## src/hdl/caef_pkg.sv

```systemverilog
// Package for the ALU execute block: opcodes, modes, payload structs,
// controller/datapath command and status types. No dependencies.
package caef_pkg;

  typedef enum logic [4:0] {
    OP_ADD = 5'd0, OP_SUB = 5'd1, OP_MUL = 5'd2, OP_DIV = 5'd3, OP_MOD = 5'd4,
    OP_CMP = 5'd5, OP_MOV = 5'd6, OP_XOR = 5'd7, OP_OR = 5'd8, OP_AND = 5'd9,
    OP_SHIFT = 5'd10, OP_BITOP = 5'd11, OP_SWAP = 5'd12, OP_EXT = 5'd13,
    OP_NOT = 5'd14, OP_NEG = 5'd15, OP_CHKX = 5'd16, OP_CHKV = 5'd17
  } op_e;

  localparam logic [2:0] SH_LSL = 3'd0, SH_ASR = 3'd1, SH_LSR = 3'd2, SH_ROL = 3'd3,
                         SH_ROR = 3'd4, SH_ROXL = 3'd5, SH_ROXR = 3'd6;
  localparam logic [2:0] BIT_CLR = 3'd0, BIT_SET = 3'd1, BIT_TST = 3'd2,
                         BIT_CPY = 3'd3, BIT_NOT = 3'd4;
  localparam logic [2:0] EXT_4 = 3'd0, EXT_8 = 3'd1, EXT_16 = 3'd2, EXT_20 = 3'd3;

  localparam int unsigned DataW = 32;
  localparam int unsigned CntW  = 6;

  typedef struct packed {
    logic [4:0]  operation;
    logic [2:0]  mode;
    logic [31:0] dst_value;
    logic [31:0] src_value;
    logic        long_operand;
  } in_item_t;

  typedef struct packed {
    logic [31:0] result;
    logic        write_result;
    logic        flag_n;
    logic        flag_z;
    logic        flag_v;
    logic        flag_x;
    logic        divide_by_zero;
  } out_item_t;

  typedef enum logic [1:0] {ST_IDLE, ST_DIV, ST_FIN, ST_OUT} state_e;

  typedef struct packed {
    logic load;      // capture input item
    logic div_step;  // one quotient bit
    logic finish;    // compute result and flags, load output
    logic out_done;  // output transfer done
  } cmd_t;

  typedef struct packed {
    logic is_div;    // loaded item needs the divider
    logic div_last;  // final quotient bit this cycle
  } stat_t;

endpackage

```

## src/hdl/caef_ctrl.sv

```systemverilog
// Controller state machine for the ALU execute block.
// Depends on caef_pkg.
module caef_ctrl (
  input  logic            clk_i,
  input  logic            rst_ni,
  input  logic            in_valid_i,
  output logic            in_stall_o,
  output logic            out_valid_o,
  input  logic            out_stall_i,
  input  caef_pkg::stat_t stat_i,
  output caef_pkg::cmd_t  cmd_o
);
  import caef_pkg::*;

  state_e state_q, state_d;

  always_ff @(posedge clk_i or negedge rst_ni) begin
    if (!rst_ni) state_q <= ST_IDLE;
    else state_q <= state_d;
  end

  always_comb begin
    state_d     = state_q;
    cmd_o       = '0;
    in_stall_o  = 1'b1;
    out_valid_o = 1'b0;
    case (state_q)
      ST_IDLE: begin
        in_stall_o = 1'b0;
        if (in_valid_i) begin
          cmd_o.load = 1'b1;
          state_d = ST_DIV;
        end
      end
      ST_DIV: begin
        if (!stat_i.is_div) state_d = ST_FIN;
        else begin
          cmd_o.div_step = 1'b1;
          if (stat_i.div_last) state_d = ST_FIN;
        end
      end
      ST_FIN: begin
        cmd_o.finish = 1'b1;
        state_d = ST_OUT;
      end
      ST_OUT: begin
        out_valid_o = 1'b1;
        if (!out_stall_i) begin
          cmd_o.out_done = 1'b1;
          state_d = ST_IDLE;
        end
      end
      default: state_d = ST_IDLE;
    endcase
  end

  a_one_cmd: assert property (@(posedge clk_i) disable iff (!rst_ni)
    $onehot0({cmd_o.load, cmd_o.div_step, cmd_o.finish, cmd_o.out_done}))
    else $error("overlapping commands");
  a_fin_out: assert property (@(posedge clk_i) disable iff (!rst_ni)
    cmd_o.finish |=> out_valid_o) else $error("finish not followed by output");
  a_load_busy: assert property (@(posedge clk_i) disable iff (!rst_ni)
    cmd_o.load |=> in_stall_o) else $error("accepted while busy");
endmodule

```

## src/hdl/caef_dp.sv

```systemverilog
// Datapath for the ALU execute block: operand registers, restoring divider,
// result and flag logic, status flags and output register. Depends on caef_pkg.
module caef_dp (
  input  logic                clk_i,
  input  logic                rst_ni,
  input  caef_pkg::cmd_t      cmd_i,
  output caef_pkg::stat_t     stat_o,
  input  caef_pkg::in_item_t  in_i,
  output caef_pkg::out_item_t out_o
);
  import caef_pkg::*;

  in_item_t    it_q;
  logic [3:0]  flags_q, flags_d;        // {X,V,Z,N}
  logic [31:0] quo_q, rem_q, mb_q;
  logic [CntW-1:0] cnt_q;
  logic [31:0] mul_q;
  out_item_t   out_q;
  out_item_t   fin_item;

  logic [31:0] a, b, ma, mb;
  logic [4:0]  sh;
  logic [31:0] mask;
  assign a  = it_q.dst_value;
  assign b  = it_q.src_value;
  assign sh = b[4:0];
  assign mask = 32'd1 << sh;
  assign ma = in_i.dst_value[31] ? (32'd0 - in_i.dst_value) : in_i.dst_value;
  assign mb = in_i.src_value[31] ? (32'd0 - in_i.src_value) : in_i.src_value;

  logic is_div_ld;
  assign is_div_ld = (in_i.operation == OP_DIV || in_i.operation == OP_MOD)
                     && in_i.src_value != 32'd0;
  assign stat_o.is_div   = (it_q.operation == OP_DIV || it_q.operation == OP_MOD)
                           && b != 32'd0;
  assign stat_o.div_last = (cnt_q == CntW'(DataW - 1));

  // restoring step: shift in next dividend bit from quo_q
  logic [32:0] trial;
  assign trial = {rem_q, quo_q[31]} - {1'b0, mb_q};

  always_ff @(posedge clk_i) begin
    if (cmd_i.load) begin
      it_q  <= in_i;
      quo_q <= ma;
      rem_q <= '0;
      mb_q  <= mb;
      cnt_q <= '0;
      mul_q <= in_i.dst_value * in_i.src_value;
    end else if (cmd_i.div_step) begin
      cnt_q <= cnt_q + CntW'(1);
      if (!trial[32]) begin
        rem_q <= trial[31:0];
        quo_q <= {quo_q[30:0], 1'b1};
      end else begin
        rem_q <= {rem_q[30:0], quo_q[31]};
        quo_q <= {quo_q[30:0], 1'b0};
      end
    end
    if (cmd_i.finish) out_q <= fin_item;
  end

  always_ff @(posedge clk_i or negedge rst_ni) begin
    if (!rst_ni) flags_q <= '0;
    else if (cmd_i.finish) flags_q <= flags_d;
  end

  // rotates; roxl/roxr as 33-bit rotate through X
  logic [63:0] rl2, rr2;
  logic [32:0] xr;
  logic [65:0] xl2, xr2;
  assign rl2 = {a, a} << sh;
  assign rr2 = {a, a} >> sh;
  assign xr  = {flags_q[3], a};
  assign xl2 = {xr, xr} << sh;
  assign xr2 = {xr, xr} >> sh;

  logic [31:0] r, sw, q, m;
  logic        wr, dz, nz;
  logic [3:0]  f;

  always_comb begin
    f  = flags_q;
    r  = a;
    wr = 1'b1;
    dz = 1'b0;
    nz = 1'b0;
    q  = (a[31] ^ b[31]) ? (32'd0 - quo_q) : quo_q;
    m  = a[31] ? (32'd0 - rem_q) : rem_q;
    sw = a;
    case (it_q.operation)
      OP_ADD: begin
        r = a + b; nz = 1'b1; f[2] = (a[31] ^ r[31]) & (b[31] ^ r[31]);
      end
      OP_SUB: begin
        r = a - b; nz = 1'b1; f[2] = (a[31] ^ b[31]) & (a[31] ^ r[31]);
      end
      OP_MUL: begin r = mul_q; nz = 1'b1; end
      OP_DIV, OP_MOD: begin
        if (b == 32'd0) begin wr = 1'b0; dz = 1'b1; end
        else begin
          r = (it_q.operation == OP_DIV) ? q : m; nz = 1'b1;
        end
      end
      OP_CMP: begin r = a - b; nz = 1'b1; wr = 1'b0; end
      OP_MOV: r = b;
      OP_XOR, OP_OR, OP_AND: begin
        r = (it_q.operation == OP_XOR) ? (a ^ b) :
            (it_q.operation == OP_OR) ? (a | b) : (a & b);
        nz = it_q.long_operand;
      end
      OP_SHIFT: begin
        nz = 1'b1;
        case (it_q.mode)
          SH_LSL: begin f[3] = a[31]; r = a << sh; end
          SH_ASR: begin f[3] = a[0]; r = 32'($signed(a) >>> sh); end
          SH_LSR: begin f[3] = a[0]; r = a >> sh; end
          SH_ROL: r = rl2[63:32];
          SH_ROR: r = rr2[31:0];
          SH_ROXL: begin r = xl2[64:33]; f[3] = xl2[65]; end
          SH_ROXR: begin r = xr2[31:0]; f[3] = xr2[32]; end
          default: r = a;
        endcase
      end
      OP_BITOP: begin
        case (it_q.mode)
          BIT_CLR: begin r = a & ~mask; nz = 1'b1; end
          BIT_SET: begin r = a | mask; nz = 1'b1; end
          BIT_TST: begin f[1] = (a & mask) == 32'd0; f[0] = 1'b0; wr = 1'b0; end
          BIT_CPY: begin r = flags_q[1] ? (a | mask) : (a & ~mask); nz = 1'b1; end
          BIT_NOT: begin r = a ^ mask; nz = 1'b1; end
          default: r = a;
        endcase
      end
      OP_SWAP: begin
        if (it_q.mode[0]) sw = {sw[15:0], sw[31:16]};
        if (it_q.mode[1]) sw = {sw[31:16], sw[7:0], sw[15:8]};
        if (it_q.mode[2]) sw = {sw[23:16], sw[31:24], sw[15:0]};
        r = sw; nz = 1'b1;
      end
      OP_EXT: begin
        nz = 1'b1;
        case (it_q.mode)
          EXT_4:  r = {{28{a[3]}}, a[3:0]};
          EXT_8:  r = {{24{a[7]}}, a[7:0]};
          EXT_16: r = {{16{a[15]}}, a[15:0]};
          EXT_20: r = {{12{a[19]}}, a[19:0]};
          default: r = a;
        endcase
      end
      OP_NOT: begin r = ~a; nz = 1'b1; end
      OP_NEG: begin r = 32'd0 - a; nz = 1'b1; end
      OP_CHKX: begin f[1] = flags_q[3]; wr = 1'b0; end
      OP_CHKV: begin f[1] = flags_q[2]; wr = 1'b0; end
      default: wr = 1'b0;
    endcase
    if (nz) begin f[0] = r[31]; f[1] = (r == 32'd0); end
    if (!wr) r = a;
    flags_d = f;
    fin_item = '{result: r, write_result: wr, flag_n: f[0], flag_z: f[1],
                 flag_v: f[2], flag_x: f[3], divide_by_zero: dz};
  end

  assign out_o = out_q;

  a_dz_nowr: assert property (@(posedge clk_i) disable iff (!rst_ni)
    cmd_i.finish && dz |-> !wr) else $error("zero divisor wrote result");
  a_flags_hold: assert property (@(posedge clk_i) disable iff (!rst_ni)
    !$past(cmd_i.finish) |-> $stable(flags_q)) else $error("flags moved");
  a_div_cnt: assert property (@(posedge clk_i) disable iff (!rst_ni)
    cmd_i.div_step |-> cnt_q < CntW'(DataW)) else $error("divider overrun");
  a_ld_div: assert property (@(posedge clk_i) disable iff (!rst_ni)
    cmd_i.load && is_div_ld |=> stat_o.is_div) else $error("div not flagged");
endmodule

```

## src/hdl/cpu_alu_execute_with_flags.sv

```systemverilog
// Top level of the ALU execute block with N, Z, V, X status flags.
// Depends on caef_pkg, caef_ctrl and caef_dp.
//
// Usage:
//   Input channel: in_valid_i / in_stall_o carry one in_item_t (operation,
//   mode, operands, long flag). A transfer happens on a clock edge with
//   valid high and stall low.
//   Output channel: out_valid_o / out_stall_i carry one out_item_t with the
//   new destination value, the write enable, the flags after the operation
//   and the divide-by-zero indication. Each input gives exactly one output.
//   The block works on one item at a time: the controller holds in_stall_o
//   high from acceptance until the output transfer.
//   From input transfer the controller steps through DIV and FIN to OUT,
//   where out_valid_o is high; div and mod with nonzero divisor run the
//   restoring divider in DIV, one quotient bit per cycle.
//   Multiply is registered at load and used at finish.
//   Reset clears the status flags and returns the controller to idle.
//   When the receiver stalls, the output item holds and no input is taken.
module cpu_alu_execute_with_flags (
  input  logic                clk_i,
  input  logic                rst_ni,
  input  logic                in_valid_i,
  output logic                in_stall_o,
  input  caef_pkg::in_item_t  in_data_i,
  output logic                out_valid_o,
  input  logic                out_stall_i,
  output caef_pkg::out_item_t out_data_o
);
  import caef_pkg::*;

  cmd_t  cmd;
  stat_t stat;

  caef_ctrl u_ctrl (
    .clk_i, .rst_ni,
    .in_valid_i(in_valid_i), .in_stall_o(in_stall_o),
    .out_valid_o(out_valid_o), .out_stall_i(out_stall_i),
    .stat_i(stat), .cmd_o(cmd)
  );

  caef_dp u_dp (
    .clk_i, .rst_ni,
    .cmd_i(cmd), .stat_o(stat),
    .in_i(in_data_i), .out_o(out_data_o)
  );

  a_no_accept_busy: assert property (@(posedge clk_i) disable iff (!rst_ni)
    out_valid_o |-> in_stall_o) else $error("input taken with output pending");
  a_out_hold: assert property (@(posedge clk_i) disable iff (!rst_ni)
    out_valid_o && out_stall_i |=> out_valid_o && $stable(out_data_o))
    else $error("stalled output changed");
  a_accept_ends: assert property (@(posedge clk_i) disable iff (!rst_ni)
    in_valid_i && !in_stall_o |=> !out_valid_o) else $error("early output");
endmodule

```

## config.mk

```make
export PLATFORM = sky130hd
export DESIGN_NAME = cpu_alu_execute_with_flags
export DESIGN_NICKNAME = d
export VERILOG_FILES = /design/src/hdl/caef_pkg.sv /design/src/hdl/caef_ctrl.sv /design/src/hdl/caef_dp.sv /design/src/hdl/cpu_alu_execute_with_flags.sv
export SDC_FILE = /design/constraint.sdc
export NUM_CORES = 2
export LEC_CHECK = 0
export ABC_AREA = 1
export BUFFER_PORTS_ARGS = -buffer_cell sky130_fd_sc_hd__buf_2
export CAP_MARGIN = 20
export CORE_UTILIZATION = 50
export CTS_CLUSTER_SIZE = 8
export DETAILED_ROUTE_END_ITERATION = 10
export GPL_TIMING_DRIVEN = 0
export PLACE_DENSITY_LB_ADDON = 0.12
export REMOVE_ABC_BUFFERS = 1
export SYNTH_ARGS = -nofsm -noshare
export SYNTH_HDL_FRONTEND = slang
export SYNTH_HIERARCHICAL = 1
export SYNTH_SLANG_ARGS = --single-unit
```

## constraint.sdc

```tcl
create_clock -name clk_i -period 12.3 [get_ports clk_i]
set_input_delay 2.46 -clock clk_i [delete_from_list [all_inputs] [get_ports clk_i]]
set_output_delay 2.46 -clock clk_i [all_outputs]
set_load 0.05 [all_outputs]
```

==> results.py <==
metrics = {
    "global_route": {
        "grt.busiest_layer": "met2",
        "met2_usage_pct": 66.9,
        "grt_pass1_wl_um": 347000,
        "grt_overflow": 0,
        "grt_util_met3_pct": 14.4,
        "grtUsageTotal_pct": 46.5,
        "grt_max_degree": 92,
        "antenna_found_initial": 20,
        "gr-usage-met1_pct": 60.2,
        "grt_pass1_vias": 51600,
    },
    "setup_path": {
        "worstPathMaxFanout": 29,
        "path_class": "input port to register",
        "end_kind": "register",
        "worstPathArrival_ns": 9.36,
        "critPathTopFamily": "adder cells",
        "cp_slowest_cell": "buf_2",
        "startpoint_type": "input port",
        "worst_path_most_repeated_cell": "fa_1",
        "max_stage_delay_ns": 0.74,
        "cp_num_buf_inv": 6,
        "critPathRequiredTime_ns": 12.62,
    },
    "floorplan": {
        "start_util_pct": 50.8,
        "core_area_sq_um": 99000,
        "row_count": 115,
        "die_h_um": 319,
        "dieArea_sq_um": 102000,
        "io_pins": 117,
        "fp.dieW_um": 319,
    },
    "clocking": {
        "cts.sinks": 250,
        "cts_made_buffers": 38,
        "clk_path_buf_depth": 3,
        "cts_setup_buffers": 0,
        "root_buffer": "clkbuf_16",
        "cts.clk_slew.worst_paths_ns": 0.06,
        "htree_levels": 2,
        "cts_tree": "built",
        "cts_hold_buffers": 0,
        "worstSkewPairLatency_ns": 0.60,
        "postCtsResizedCells": 0,
    },
    "routing": {
        "drtIter0Drc": 8532,
        "first_pass_iters": 10,
        "wire_per_inst_um": 27.0,
        "route.detailed.drc": 0,
        "routed_wl_um": 243000,
        "avgViaCountPerCell": 6.19,
        "ant_nets": 0,
        "vias": 55800,
    },
    "pwr": {
        "ir_drop_mv": 0.555,
        "p_per_area_nw_per_um2": 314,
        "power_mw": 16.8,
        "leakagePower_nw": 27.7,
    },
    "finish": {
        "area_delta_synth_final_pct": 6.70,
        "fin_util_pct": 54.2,
        "drive_above_1_share_pct": 4.31,
        "instances_no_fill": 9004,
        "final_cell_area_sq_um": 53600,
        "nNetsFinal": 8531,
    },
    "hold_path": {
        "hp-class": "register to register",
    },
    "placed_design": {
        "dp.cells": 8928,
        "gp_congestion": 1.16,
        "hpwlAfterDp_um": 187000,
        "placed_area_sq_um": 52400,
        "portBuffers": 116,
        "place_ws_ns": 2.74,
    },
    "timing": {
        "max_freq_mhz": 111,
        "finalHoldViolations": 0,
        "rsz0062_at_grt": "no",
        "finalMaxSlewViolations": 0,
        "holdWs_ns": 0.489,
        "min_period_ns": 9.04,
        "finalCritPeriodShare_pct": 73.5,
        "finalSetupViolations": 0,
        "setup_tns_ns": 0,
        "layout_setup_ws_ns": 3.26,
        "slew_headroom_pct": 10.2,
        "worst_pin_slew_ns": 1.35,
        "finClkSkew_ns": 0.0372,
    },
    "outcome": {
        "outcome": "finished clean",
    },
    "synth": {
        "syn_avg_cell_area_sq_um": 6.37,
        "syn_area_sq_um": 50200,
        "ys_warn_count": 6,
        "syn_inst": 7894,
    },
    "job": {
        "max_cap_viol_count": 0,
    },
}
[final timing paths]
kind	endpoint	cells past startpoint	start	slack, ns
setup / recovery	u_dp/mul_q[27]$_DFFE_PP_	25	in_data_i[40]	3.26
hold / removal	u_dp/cnt_q[2]$_SDFFE_PP0P_	2	u_dp/cnt_q[2]$_SDFFE_PP0P_	0.49
setup reg to reg	u_dp/out_o[6]$_DFFE_PP_	11	u_dp/b[0]$_DFFE_PP_	5.74
hold reg to reg	u_dp/cnt_q[2]$_SDFFE_PP0P_	2	u_dp/cnt_q[2]$_SDFFE_PP0P_	0.49
max in group asynchronous	u_dp/flags_q[0]$_DFFE_PN0P_	1	rst_ni	10.16
min in group asynchronous	u_dp/flags_q[2]$_DFFE_PN0P_	1	rst_ni	1.80
[where the power goes]
group / internal, mW / total, mW / switching [mW]
logic: 4.99 / 13.7 / 8.75
clock network: 0.581 / 0.998 / 0.417
registers: 1.78 / 2.08 / 0.295
total: 7.35 / 16.8 / 9.47
[per-layer routing]
metal  vias to the layer above  share of wire, %
met1                     26200                38
met3                       908                14
met5                         -             0.047
met2                      3981                41
li1                      24700                 -
met4                        18               7.6
[cell usage in the layout (no fill, tap or decap), drive strengths merged, types with 23 or more instances in the layout]
cell type	instances
nand2	2422
inv	1162
nand3	808
nor2	583
o21ai	435
fa	411
ha	358
a21oi	353
edfxtp	206
buf	192
nand4	128
xor2	99
xnor2	80
o211ai	65
nor3	64
clkbuf	59
dfxtp	38
o22ai	27
clkinv	23
[sequential cells by signal, summed over array words and instances (netlist names)]
signal and count:
u_dp/rem_q 32, u_dp/flags_q 4, u_dp/mul_q 32, u_dp/a 32, u_dp/mb_q 31, u_dp/it_q 9
u_dp/cnt_q 6, u_ctrl/state_q 2, u_dp/out_o 38, u_dp/quo_q 32, u_dp/b 32
[tightest hold or removal path, cell delays in order (launching register included)]
cell     delay (ns)
dfxtp_1        0.31
inv_1          0.08
a21oi_1        0.06
[final cells by class]
class                      count  area [sq um]
antenna                        7          17.5
clock inverter                 6           108
tap                         1287          1610
clock buffer                  59          1030
timing repair buffer         192          2300
multi-input combinational   6023         37000
sequential                   250          7100
fill                       10100         45400
inverter                    1180          4450
Note: power is estimated with default switching activity, not from simulation.
